### src/sv/julia_set_pixel_membership_macros.svh
// Assertion helpers for the block's core module.
// Each expects clk and rst_n in scope.
`ifndef JULIA_SET_PIXEL_MEMBERSHIP_MACROS_SVH
`define JULIA_SET_PIXEL_MEMBERSHIP_MACROS_SVH

// Same-cycle implication
`define JSPM_ASSERT_NOW(label, ante, cons, msg) \
  label: assert property (@(posedge clk) disable iff (!rst_n) (ante) |-> (cons)) \
    else $error(msg);

// Next-cycle implication
`define JSPM_ASSERT_NEXT(label, ante, cons, msg) \
  label: assert property (@(posedge clk) disable iff (!rst_n) (ante) |=> (cons)) \
    else $error(msg);

`endif

### src/sv/jspm_pkg.sv
package jspm_pkg;

  localparam int MAX_ITER_DEF   = 100;
  localparam int COORD_BITS_DEF = 12;

  localparam int PIX_W     = 12;
  localparam int DATA_W    = 32;
  localparam int ADDR_W    = 5;
  localparam int PROD_W    = 64;
  localparam int FRAC_BITS = 24;

  // Plane configuration handed from the register file to the core
  typedef struct packed {
    logic signed [DATA_W-1:0] c_real;
    logic signed [DATA_W-1:0] c_imag;
    logic signed [DATA_W-1:0] real_origin;
    logic signed [DATA_W-1:0] imag_origin;
    logic signed [DATA_W-1:0] real_step;
    logic signed [DATA_W-1:0] imag_step;
  } jspm_cfg_t;

  localparam logic signed [PROD_W-1:0] SAT_MAX = 64'sd2147483647;
  localparam logic signed [PROD_W-1:0] SAT_MIN = -64'sd2147483648;

  // Clamp a wide signed value to the Q8.24 word range
  function automatic logic signed [DATA_W-1:0] sat32(input logic signed [PROD_W-1:0] v);
    logic signed [DATA_W-1:0] res;
    if (v > SAT_MAX) begin
      res = 32'sh7FFF_FFFF;
    end else if (v < SAT_MIN) begin
      res = 32'sh8000_0000;
    end else begin
      res = $signed(v[DATA_W-1:0]);
    end
    return res;
  endfunction

endpackage

### src/sv/jspm_cfg.sv
module jspm_cfg (
  input  logic                          clk,
  input  logic                          rst_n,
  input  logic                          psel,
  input  logic                          penable,
  input  logic                          pwrite,
  input  logic [jspm_pkg::ADDR_W-1:0]   paddr,
  input  logic [jspm_pkg::DATA_W-1:0]   pwdata,
  output logic [jspm_pkg::DATA_W-1:0]   prdata,
  output logic                          pready,
  output jspm_pkg::jspm_cfg_t           cfg
);

  localparam int IDX_W = jspm_pkg::ADDR_W - 2;

  localparam logic [IDX_W-1:0] REG_C_REAL      = 3'd0;
  localparam logic [IDX_W-1:0] REG_C_IMAG      = 3'd1;
  localparam logic [IDX_W-1:0] REG_REAL_ORIGIN = 3'd2;
  localparam logic [IDX_W-1:0] REG_IMAG_ORIGIN = 3'd3;
  localparam logic [IDX_W-1:0] REG_REAL_STEP   = 3'd4;
  localparam logic [IDX_W-1:0] REG_IMAG_STEP   = 3'd5;

  jspm_pkg::jspm_cfg_t cfg_r;
  jspm_pkg::jspm_cfg_t cfg_nxt;
  logic [IDX_W-1:0]    idx;
  logic                wr_en;

  assign idx    = paddr[jspm_pkg::ADDR_W-1:2];
  assign wr_en  = psel && penable && pwrite;
  assign pready = 1'b1;
  assign cfg    = cfg_r;

  // Decode a write transfer; unknown indexes are dropped
  always_comb begin
    cfg_nxt = cfg_r;
    if (wr_en) begin
      case (idx)
        REG_C_REAL:      cfg_nxt.c_real      = $signed(pwdata);
        REG_C_IMAG:      cfg_nxt.c_imag      = $signed(pwdata);
        REG_REAL_ORIGIN: cfg_nxt.real_origin = $signed(pwdata);
        REG_IMAG_ORIGIN: cfg_nxt.imag_origin = $signed(pwdata);
        REG_REAL_STEP:   cfg_nxt.real_step   = $signed(pwdata);
        REG_IMAG_STEP:   cfg_nxt.imag_step   = $signed(pwdata);
        default: ;
      endcase
    end
  end

  // Read back
  always_comb begin
    case (idx)
      REG_C_REAL:      prdata = cfg_r.c_real;
      REG_C_IMAG:      prdata = cfg_r.c_imag;
      REG_REAL_ORIGIN: prdata = cfg_r.real_origin;
      REG_IMAG_ORIGIN: prdata = cfg_r.imag_origin;
      REG_REAL_STEP:   prdata = cfg_r.real_step;
      REG_IMAG_STEP:   prdata = cfg_r.imag_step;
      default:         prdata = '0;
    endcase
  end

  always_ff @(posedge clk) begin
    if (!rst_n) begin
      cfg_r <= '0;
    end else begin
      cfg_r <= cfg_nxt;
    end
  end

endmodule

### src/sv/jspm_mul.sv
module jspm_mul (
  input  logic                               clk,
  input  logic signed [jspm_pkg::DATA_W-1:0] mul_a,
  input  logic signed [jspm_pkg::DATA_W-1:0] mul_b,
  output logic signed [jspm_pkg::PROD_W-1:0] mul_p_r
);

  // Registered signed 32x32 product, exact in 64 bits
  always_ff @(posedge clk) begin
    mul_p_r <= jspm_pkg::PROD_W'(mul_a) * jspm_pkg::PROD_W'(mul_b);
  end

endmodule

### src/sv/jspm_core.sv
`include "julia_set_pixel_membership_macros.svh"

module jspm_core #(
  parameter int MAX_ITER   = jspm_pkg::MAX_ITER_DEF,
  parameter int COORD_BITS = jspm_pkg::COORD_BITS_DEF
) (
  input  logic                               clk,
  input  logic                               rst_n,
  input  logic                               start,
  input  logic [jspm_pkg::PIX_W-1:0]         in_pixel_col,
  input  logic [jspm_pkg::PIX_W-1:0]         in_pixel_row,
  input  jspm_pkg::jspm_cfg_t                cfg,
  output logic                               busy,
  output logic                               out_strobe,
  output logic [jspm_pkg::PIX_W-1:0]         out_col,
  output logic [jspm_pkg::PIX_W-1:0]         out_row,
  output logic                               out_inside_res,
  output logic signed [jspm_pkg::DATA_W-1:0] mul_a,
  output logic signed [jspm_pkg::DATA_W-1:0] mul_b,
  input  logic signed [jspm_pkg::PROD_W-1:0] mul_p
);

  localparam int PIX_W  = jspm_pkg::PIX_W;
  localparam int DATA_W = jspm_pkg::DATA_W;
  localparam int PROD_W = jspm_pkg::PROD_W;
  localparam int FRAC   = jspm_pkg::FRAC_BITS;
  localparam int CNT_W  = $clog2(MAX_ITER + 1);
  localparam int SQ_W   = 40;  // truncated square of a Q8.24 word
  localparam int SUM_W  = 42;  // update sums before clamping
  localparam int ESC_W  = 41;  // |z|^2 sum

  localparam logic [PIX_W-1:0] COL_MASK =
    (COORD_BITS >= PIX_W) ? {PIX_W{1'b1}} : PIX_W'((1 << COORD_BITS) - 1);
  localparam logic signed [ESC_W-1:0] ESC_LIMIT = ESC_W'(64'sd4 <<< FRAC);

  localparam logic [2:0] S_IDLE = 3'd0;
  localparam logic [2:0] S_MAPR = 3'd1;
  localparam logic [2:0] S_MAPI = 3'd2;
  localparam logic [2:0] S_LDI  = 3'd3;
  localparam logic [2:0] S_SQX  = 3'd4;
  localparam logic [2:0] S_SQY  = 3'd5;
  localparam logic [2:0] S_XY   = 3'd6;
  localparam logic [2:0] S_UPD  = 3'd7;

  logic [2:0]               state_r, state_nxt;
  logic [CNT_W-1:0]         iter_r, iter_nxt;
  logic                     out_strobe_r, out_strobe_nxt;
  logic [PIX_W-1:0]         col_r, col_nxt;
  logic [PIX_W-1:0]         row_r, row_nxt;
  logic signed [DATA_W-1:0] zr_r, zr_nxt;
  logic signed [DATA_W-1:0] zi_r, zi_nxt;
  logic signed [SQ_W-1:0]   xx_r, xx_nxt;
  logic signed [SQ_W-1:0]   yy_r, yy_nxt;
  logic [PIX_W-1:0]         out_col_r, out_col_nxt;
  logic [PIX_W-1:0]         out_row_r, out_row_nxt;
  logic                     inside_r, inside_nxt;

  logic signed [PROD_W-1:0] p_sh;
  logic signed [PROD_W-1:0] p_sh_x2;
  logic signed [SQ_W-1:0]   sq_now;
  logic signed [SUM_W-1:0]  re_sum;
  logic signed [SUM_W-1:0]  im_sum;
  logic signed [ESC_W-1:0]  esc_sum;

  // Floor-shifted views of the shared product
  assign p_sh    = mul_p >>> FRAC;
  assign p_sh_x2 = mul_p >>> (FRAC - 1);
  assign sq_now  = $signed(p_sh[SQ_W-1:0]);
  assign re_sum  = SUM_W'(xx_r) - SUM_W'(yy_r) + SUM_W'($signed(cfg.c_real));
  assign im_sum  = SUM_W'(p_sh_x2) + SUM_W'($signed(cfg.c_imag));
  assign esc_sum = ESC_W'(xx_r) + ESC_W'(sq_now);

  assign busy           = (state_r != S_IDLE);
  assign out_strobe     = out_strobe_r;
  assign out_col        = out_col_r;
  assign out_row        = out_row_r;
  assign out_inside_res = inside_r;

  // Sequence the shared multiplier through mapping, squares and cross term
  always_comb begin
    state_nxt      = state_r;
    iter_nxt       = iter_r;
    out_strobe_nxt = 1'b0;
    col_nxt        = col_r;
    row_nxt        = row_r;
    zr_nxt         = zr_r;
    zi_nxt         = zi_r;
    xx_nxt         = xx_r;
    yy_nxt         = yy_r;
    out_col_nxt    = out_col_r;
    out_row_nxt    = out_row_r;
    inside_nxt     = inside_r;
    mul_a          = zr_r;
    mul_b          = zr_r;
    case (state_r)
      S_IDLE: begin
        if (start) begin
          col_nxt   = in_pixel_col & COL_MASK;
          row_nxt   = in_pixel_row & COL_MASK;
          iter_nxt  = '0;
          state_nxt = S_MAPR;
        end
      end
      S_MAPR: begin
        mul_a     = $signed({{(DATA_W - PIX_W){1'b0}}, col_r});
        mul_b     = cfg.real_step;
        state_nxt = S_MAPI;
      end
      S_MAPI: begin
        zr_nxt    = jspm_pkg::sat32(mul_p + PROD_W'($signed(cfg.real_origin)));
        mul_a     = $signed({{(DATA_W - PIX_W){1'b0}}, row_r});
        mul_b     = cfg.imag_step;
        state_nxt = S_LDI;
      end
      S_LDI: begin
        zi_nxt    = jspm_pkg::sat32(mul_p + PROD_W'($signed(cfg.imag_origin)));
        state_nxt = S_SQX;
      end
      S_SQX: begin
        mul_a     = zr_r;
        mul_b     = zr_r;
        state_nxt = S_SQY;
      end
      S_SQY: begin
        xx_nxt    = sq_now;
        mul_a     = zi_r;
        mul_b     = zi_r;
        state_nxt = S_XY;
      end
      S_XY: begin
        yy_nxt = sq_now;
        mul_a  = zr_r;
        mul_b  = zi_r;
        // Escape is tested only after an update
        if ((iter_r != '0) && (esc_sum > ESC_LIMIT)) begin
          out_strobe_nxt = 1'b1;
          out_col_nxt    = col_r;
          out_row_nxt    = row_r;
          inside_nxt     = 1'b0;
          state_nxt      = S_IDLE;
        end else if (iter_r == CNT_W'(MAX_ITER)) begin
          out_strobe_nxt = 1'b1;
          out_col_nxt    = col_r;
          out_row_nxt    = row_r;
          inside_nxt     = 1'b1;
          state_nxt      = S_IDLE;
        end else begin
          state_nxt = S_UPD;
        end
      end
      S_UPD: begin
        zr_nxt    = jspm_pkg::sat32(PROD_W'(re_sum));
        zi_nxt    = jspm_pkg::sat32(PROD_W'(im_sum));
        iter_nxt  = iter_r + CNT_W'(1);
        state_nxt = S_SQX;
      end
      default: state_nxt = S_IDLE;
    endcase
  end

  // Control state
  always_ff @(posedge clk) begin
    if (!rst_n) begin
      state_r      <= S_IDLE;
      iter_r       <= '0;
      out_strobe_r <= 1'b0;
    end else begin
      state_r      <= state_nxt;
      iter_r       <= iter_nxt;
      out_strobe_r <= out_strobe_nxt;
    end
  end

  // Datapath and result payload
  always_ff @(posedge clk) begin
    col_r     <= col_nxt;
    row_r     <= row_nxt;
    zr_r      <= zr_nxt;
    zi_r      <= zi_nxt;
    xx_r      <= xx_nxt;
    yy_r      <= yy_nxt;
    out_col_r <= out_col_nxt;
    out_row_r <= out_row_nxt;
    inside_r  <= inside_nxt;
  end

  `JSPM_ASSERT_NEXT(a_accept_busy, start && !busy, busy, "accepted pixel did not raise busy")
  `JSPM_ASSERT_NEXT(a_strobe_pulse, out_strobe_r, !out_strobe_r, "result strobe held too long")
  `JSPM_ASSERT_NOW(a_strobe_after_work, out_strobe_r, !busy && $past(busy), "result without work")
  `JSPM_ASSERT_NOW(a_iter_bound, busy, iter_r <= CNT_W'(MAX_ITER), "iteration count overrun")

endmodule

### src/sv/julia_set_pixel_membership.sv
// Channel   Direction  Ports                                       Transfer
// input     in         start, busy, in_pixel_col, in_pixel_row     start && !busy
// result    out        out_strobe, out_col, out_row, out_inside_res out_strobe, one cycle
// config    in/out     psel, penable, pwrite, paddr, pwdata, prdata psel&penable&pwrite
//
// A pixel is mapped into the plane, then iterated until it escapes or until
// MAX_ITER iterations (100 by default) have run; each iteration issues three
// products on the single shared 32x32 multiplier and one update step.
// The result strobe is high in the first cycle with busy low; a new pixel may
// be started in that same cycle. Reset is synchronous, active low, and clears
// the plane registers and the sequencer. The receiver cannot stall.
module julia_set_pixel_membership #(
  parameter int MAX_ITER   = jspm_pkg::MAX_ITER_DEF,
  parameter int COORD_BITS = jspm_pkg::COORD_BITS_DEF
) (
  input  logic                        clk,
  input  logic                        rst_n,
  input  logic                        start,
  output logic                        busy,
  input  logic [jspm_pkg::PIX_W-1:0]  in_pixel_col,
  input  logic [jspm_pkg::PIX_W-1:0]  in_pixel_row,
  output logic                        out_strobe,
  output logic [jspm_pkg::PIX_W-1:0]  out_col,
  output logic [jspm_pkg::PIX_W-1:0]  out_row,
  output logic                        out_inside_res,
  input  logic                        psel,
  input  logic                        penable,
  input  logic                        pwrite,
  input  logic [jspm_pkg::ADDR_W-1:0] paddr,
  input  logic [jspm_pkg::DATA_W-1:0] pwdata,
  output logic [jspm_pkg::DATA_W-1:0] prdata,
  output logic                        pready
);

  jspm_pkg::jspm_cfg_t                cfg;
  logic signed [jspm_pkg::DATA_W-1:0] mul_a;
  logic signed [jspm_pkg::DATA_W-1:0] mul_b;
  logic signed [jspm_pkg::PROD_W-1:0] mul_p;

  jspm_cfg u_cfg (
    .clk     (clk),
    .rst_n   (rst_n),
    .psel    (psel),
    .penable (penable),
    .pwrite  (pwrite),
    .paddr   (paddr),
    .pwdata  (pwdata),
    .prdata  (prdata),
    .pready  (pready),
    .cfg     (cfg)
  );

  jspm_mul u_mul (
    .clk     (clk),
    .mul_a   (mul_a),
    .mul_b   (mul_b),
    .mul_p_r (mul_p)
  );

  jspm_core #(
    .MAX_ITER   (MAX_ITER),
    .COORD_BITS (COORD_BITS)
  ) u_core (
    .clk            (clk),
    .rst_n          (rst_n),
    .start          (start),
    .in_pixel_col   (in_pixel_col),
    .in_pixel_row   (in_pixel_row),
    .cfg            (cfg),
    .busy           (busy),
    .out_strobe     (out_strobe),
    .out_col        (out_col),
    .out_row        (out_row),
    .out_inside_res (out_inside_res),
    .mul_a          (mul_a),
    .mul_b          (mul_b),
    .mul_p          (mul_p)
  );

endmodule

### config.mk
export PLATFORM = sky130hd
export DESIGN_NAME = julia_set_pixel_membership
export DESIGN_NICKNAME = d
export VERILOG_FILES = /design/src/sv/jspm_pkg.sv /design/src/sv/jspm_cfg.sv /design/src/sv/jspm_mul.sv /design/src/sv/jspm_core.sv /design/src/sv/julia_set_pixel_membership.sv
export VERILOG_INCLUDE_DIRS = /design/src /design/src/sv
export SDC_FILE = /design/constraint.sdc
export NUM_CORES = 2
export LEC_CHECK = 0
export ABC_CLOCK_PERIOD_IN_PS = 26300
export BUFFER_PORTS_ARGS = -buffer_cell sky130_fd_sc_hd__buf_2
export CAP_MARGIN = 15
export CORE_MARGIN = 2
export CORE_UTILIZATION = 30
export DETAILED_ROUTE_END_ITERATION = 7
export PLACE_DENSITY_LB_ADDON = 0.15
export REMOVE_ABC_BUFFERS = 1
export SLEW_MARGIN = 25
export SYNTH_ARGS = -nofsm -noshare
export SYNTH_HDL_FRONTEND = slang
export SYNTH_SLANG_ARGS = --single-unit
### constraint.sdc
create_clock -name clk -period 26.3 [get_ports clk]
set_clock_uncertainty 0.15 [all_clocks]
set_input_delay 2.63 -clock clk [delete_from_list [all_inputs] [get_ports clk]]
set_output_delay 2.63 -clock clk [all_outputs]
set_load 0.01 [all_outputs]
* Word-level counts from Yosys, hierarchy flattened
Cells that the tools add are included.
** Operators by class
- Bitwise operators :: 0
- Multipliers :: 1
- Muxes and demuxes :: 26
- Equality and inequality tests :: 14
- Reduce and logical (&&, ||, !) cells :: 23
- Divide/modulo/power cells :: 0
- $lt $le $gt $ge :: 9
- Shifts and indexed selects :: 0
- Add/sub/neg operators :: 7
** Operators with widths (count)
- 32-bit 2-to-1 mux :: 8
- 32-bit one-hot mux with 3 select lines :: 2
- 32-bit one-hot mux with 6 select lines :: 1
- 64-bit by 32-bit adder with 64-bit output :: 2
- 64-bit by 32-bit greater-than comparator with 1-bit output, second input constant :: 2
- 64-bit by 32-bit < comparator with 1-bit output, second input constant :: 2
- 32-bit one-hot mux with 2 select lines :: 2
- 41-bit by 32-bit adder with 42-bit output :: 2
- 42-bit by 32-bit greater-than comparator with 1-bit output, second input constant :: 2
- 42-bit by 32-bit < comparator with 1-bit output, second input constant :: 2
- 32-bit by 32-bit multiplier with 64-bit output :: 1
- 12-bit 2-to-1 mux :: 4
- 40-bit by 40-bit adder with 41-bit output :: 1
- 41-bit by 28-bit greater-than comparator with 1-bit output, second input constant :: 1
- 40-bit by 40-bit subtractor with 41-bit output :: 1
- 3-bit one-hot mux with 7 select lines :: 1
- 2-bit AND reduction :: 10
- 3-bit equality test, second input constant :: 6
- 7-bit one-hot mux with 2 select lines :: 1
- 3-bit by 2-bit equality test with 1-bit output, second input constant :: 4
- 3-bit 2-to-1 mux :: 3
- 2-bit nonzero test :: 4
- 7-bit by 1-bit adder with 7-bit output, second input constant :: 1
- 7-bit equality test, second input constant :: 1
- other kinds (9) :: 16
** Storage, ports and cells
- Output and inout port bits :: 60
- Memories kept :: 0
- Memory bits (read-only) :: 0
- RAM bits :: 0
- Logic and storage cells :: 99
- Register bits :: 460
- Bits in latches :: 0

* Depth between registers and ports, before layout
- Depth after elaboration :: 6
- Depth in mapped cells :: 38
- Depth with buffers taken out :: 34

* By module
Synthesis repeated with hierarchy kept, for this count alone.
** Unflattened totals
- Cells, all modules :: 8125
- Area, all modules :: 72702.2 sq um
** Modules (own cells, without submodules)
- jspm_mul :: times used 1, area an instance 37413.4 sq um, cells an instance 3939, sequential area each 1281.2 sq um
- jspm_core :: times used 1, area an instance 26751.9 sq um, cells an instance 3329, sequential area each 6015.8 sq um
- jspm_cfg :: times used 1, area an instance 8536.9 sq um, cells an instance 857, sequential area each 3843.7 sq um

* Least setup slack after synthesis
No wires, ideal clock.
- Kind :: reg2reg
- Start point :: register u_core.state_r[2]
- End point :: register u_mul.mul_p_r[61] (netlist name)
- Arrival time :: 9.941 ns
- Path slack :: 16.137 ns
- Cell stages (with the launch flop) :: 33
- Setup time :: 0.072 ns
- Clock period less this slack :: 10.163 ns
- Cell sequence :: dfxtp_1 clkbuf_1 inv_1 clkbuf_1 nor3_1 clkbuf_1 a22oi_1 clkbuf_1 nor2_1 fa_1 fa_1 inv_1 fa_1 fa_1 inv_1 fa_1 fa_1 fa_1 fa_1 ha_1 clkbuf_1 a21o_1 a21o_1 a221oi_1 o21ai_0 a32oi_1 o21ai_0 o21ai_0 a31oi_1 a41o_1 a31o_2 a21oi_1 xnor2_1
** On the way
- Word-level cells in the longest chain between the ends :: 4
- Elaborated cells between the ends (all ways) :: 8
** RTL lines
- from (decl) :: line jspm_core.sv:45 : logic [2:0] state_r, state_nxt;
- from (signal assigned) :: line jspm_core.sv:168 : state_r <= state_nxt;
- 3-bit equality test :: line jspm_core.sv:95 : case (state_r)
- 2-bit OR reduction (no source line)
- 32-bit one-hot mux with 3 select lines :: line jspm_core.sv:95
- 32-bit by 32-bit multiplier with 64-bit output (*) :: line jspm_mul.sv:10 : mul_p_r <= jspm_pkg::PROD_W'(mul_a) * jspm_pkg::PROD_W'(mul_b);
- to (signal assigned) :: line jspm_mul.sv:10
- to (decl) :: line jspm_mul.sv:5 : output logic signed [jspm_pkg::PROD_W-1:0] mul_p_r
Mark *: on every way between the ends. The rest lies on a longest branch, timed or not.
A chain may end at the register's enable or synchronous reset.

* Worst setup path after layout
- Start point :: register u_core.state_r[1]
- End point :: register u_mul.mul_p_r[61] (netlist name)
Same word-level chain as after synthesis.

==> summary.txt <==
Run status
  – Status: finished clean

Route
  – Via count: 60800
  – Number of remaining DRC errors: 0
  – Vias per cell: 5.32
  – Initial DRC Count: 5375
  – Post-route ant nets: 0
  – 1st-pass router iterations: 6
  – DR WL/cell: 26.4 um
  – Final WL: 302000 um

Global route
  – Met2 GRT Util: 40.1%
  – Grt met1 use: 32.4%
  – Busiest layer in global routing: met2
  – Vias in the first global route: 61500
  – GRT overflow: 0
  – First-pass GRT wire length: 436000 um
  – GRT Total Usage: 24.6%
  – Met3 Use GR: 3.47%
  – Initial antenna violation count: 34
  – Largest net degree at the start of global routing: 99

Worst setup path
  – Most used cell, CP: fa_1
  – Critical path capture point type: flop
  – CP Data Required Time: 26660 ps
  – CP max stage delay: 910 ps
  – Crit path arrival time: 12390 ps
  – Setup crit start kind: flop
  – Worst Path Max Fanout: 50
  – Crit path max-delay cell type: o22a_1
  – Crit Path Class: reg2reg

Synth
  – Synth async-reset ratio: 0%
  – Top cells by area, synth: fa_1 (32%), edfxtp_1 (8.1%), ha_1 (7.6%)
  – Share of Yosys cell area claimed by the top area cell type: 31.6%
  – Seq/Total Area, Yosys: 15.6%
  – Most frequent cells after synthesis: nand2_1 (1207), inv_1 (1184), fa_1 (1126), nor2_1 (768), ha_1 (435)
  – EDFF count, synth: 193
  – Area leader, netlist: fa_1
  – Synth Flop Type: dfxtp_1
  – Average size of a mapped cell: 8.61 um^2
  – Syn Inst Count: 8280
  – Top-count cell post-synth: nand2_1
  – Synth unique cells: 107
  – Seq cells post-synth: 460
  – Post-Synthesis Cell Area: 71300 um^2
  – Synthesis warning total: 0

Floorplan
  – Starting Density: 30.2%
  – Core Region: 236000 um^2
  – Rows: 178
  – Die width: 491 um
  – Die area: 242000 um^2
  – I/O Pins: 127
  – Die Y: 491 um

Clock network
  – CTS H-tree depth: 2
  – TritonCTS Buffers: 51
  – Post-cts resize count: 0
  – Later-pin clock latency in the skew report: 680 ps
  – CTS tree: built
  – Root buffer cell: clkbuf_16
  – Clk sinks: 460
  – Post-CTS Setup Repair Bufs: 0
  – Worst-path clk slew: 60 ps
  – CTS hold repair buffers: 0
  – CTS Buffer Depth: 3

Place
  – I/O Buffers: 123
  – GP Congestion: 0.923
  – Dpl ws: 14460 ps
  – Detailed placer's ending HPWL: 237000 um

STA
  – Setup TNS: 0 ps
  – Worst-margin pin slew: 1190 ps
  – Final setup violation count: 0
  – Fin worst setup slack: 14270 ps
  – Slew Limit Headroom: 20.9%
  – Fin. Hold Viols: 0
  – Fmax: 83.1 MHz
  – Unrepaired setup endpoints after global routing: false
  – Final worst path period share: 45.7%
  – Hold slack: 306 ps
  – Final Critical Period: 12030 ps
  – Max-slew violation count: 0

Final layout
  – Syn-to-layout area delta: 9.04%
  – Fill cell count: 25000
  – Ratio of cells with drive above 1 in the final layout: 6.53%
  – Nets: 9853

Min path
  – Worst hold path type: reg2reg

Job
  – Max-cap violations: 0
per-layer routing:
layer | vias up | share of wire, %
li1 | 27100 | -
met1 | 31100 | 42
met2 | 2136 | 46
met3 | 472 | 6.4
met4 | 16 | 5.5
met5 | - | 0.033
worst paths after layout:
check                    start           endpoint  slack [ps]  cells past startpoint
max          u_core.state_r[1]  u_mul.mul_p_r[61]       14270                     29
min            u_core.col_r[4]  u_core.out_col[4]         310                      0
max reg2reg  u_core.state_r[1]  u_mul.mul_p_r[61]       14270                     29
min reg2reg    u_core.col_r[4]  u_core.out_col[4]         310                      0
kinds of logic after synthesis:
logic type / synth area share, %
buffers and inverters: 8.60
xor gates and xnor gates: 3.19
and+or+nand+nor: 15.9
adders and majority gates: 39.3
other: 0.00526
DFF: 15.6
muxes: 0.906
AOI/OAI and AO/OA: 16.5
per-stage QoR:
| step | instances | utilization, % | instance area, um^2 |
|---|---|---|---|
| after floorplan | 7860 | - | 69600 |
| after global placement | 11300 | 32.2 | 75900 |
| after detailed placement | 11300 | 32.2 | 76000 |
| after CTS | 11400 | 32.9 | 77600 |
| after global routing | 11400 | 33.0 | 77700 |
| final | 11400 | 33.0 | 77700 |
cells in the final DEF (no fill, tap or decap), types with 23 or more instances in the layout:
cell type,instances
dfxtp_1,265
a21o_1,142
or3_1,26
fa_1,1126
clkbuf_16,52
inv_1,1184
nand3_1,97
a211oi_1,50
xor2_1,104
and3_1,48
nand4_1,73
nor2_1,764
buf_4,188
a21boi_0,208
nand2_1,1204
o21ai_0,238
nor3_1,71
xnor2_1,153
buf_2,122
nor2b_1,29
o21ai_1,29
edfxtp_1,193
o31ai_1,27
a22oi_1,169
o21bai_1,43
o22a_1,23
a31oi_1,34
nand2b_1,78
mux2i_1,60
a21oi_1,388
ha_1,435
o211ai_1,52
and2_1,72
o21a_1,51
flip-flops by register name, summed over array words and instances, names as in the netlist:
register and flops:
u_cfg.cfg 192, u_mul.mul_p_r 64, u_core.xx_r 40, u_core.yy_r 40
u_core.zi_r 32, u_core.zr_r 32, u_core.col_r 12, u_core.out_col 12
u_core.out_row 12, u_core.row_r 12, u_core.iter_r 7, u_core.state_r 3
u_core.out_inside_res 1, u_core.out_strobe 1
worst max-delay path: cells and delay by family (launching register included):
family / cells / cell delay (ps)
compound gates: 13 / 5060
fa+ha+maj: 9 / 4550
buf+inv: 5 / 1370
flops: 1 / 310
xor+xnor: 1 / 180
simple gates: 1 / 140
area by class of cell:
cell class | count | area, um^2 | area share (%)
Multi-Input combinational cell | 6215 | 54400 | 70.0
Sequential cell | 460 | 11100 | 14.3
Clock buffer | 67 | 1390 | 1.79
Timing Repair Buffer | 312 | 2070 | 2.66
Antenna cell | 17 | 42.5 | 0.0547
Clock inverter | 29 | 289 | 0.372
Inverter | 1185 | 4450 | 5.72
Tap cell | 3150 | 3940 | 5.07
Power is left out: the tool's default activity adds up to more than one toggle a clock period on the data nets, which glitch-free logic cannot reach.
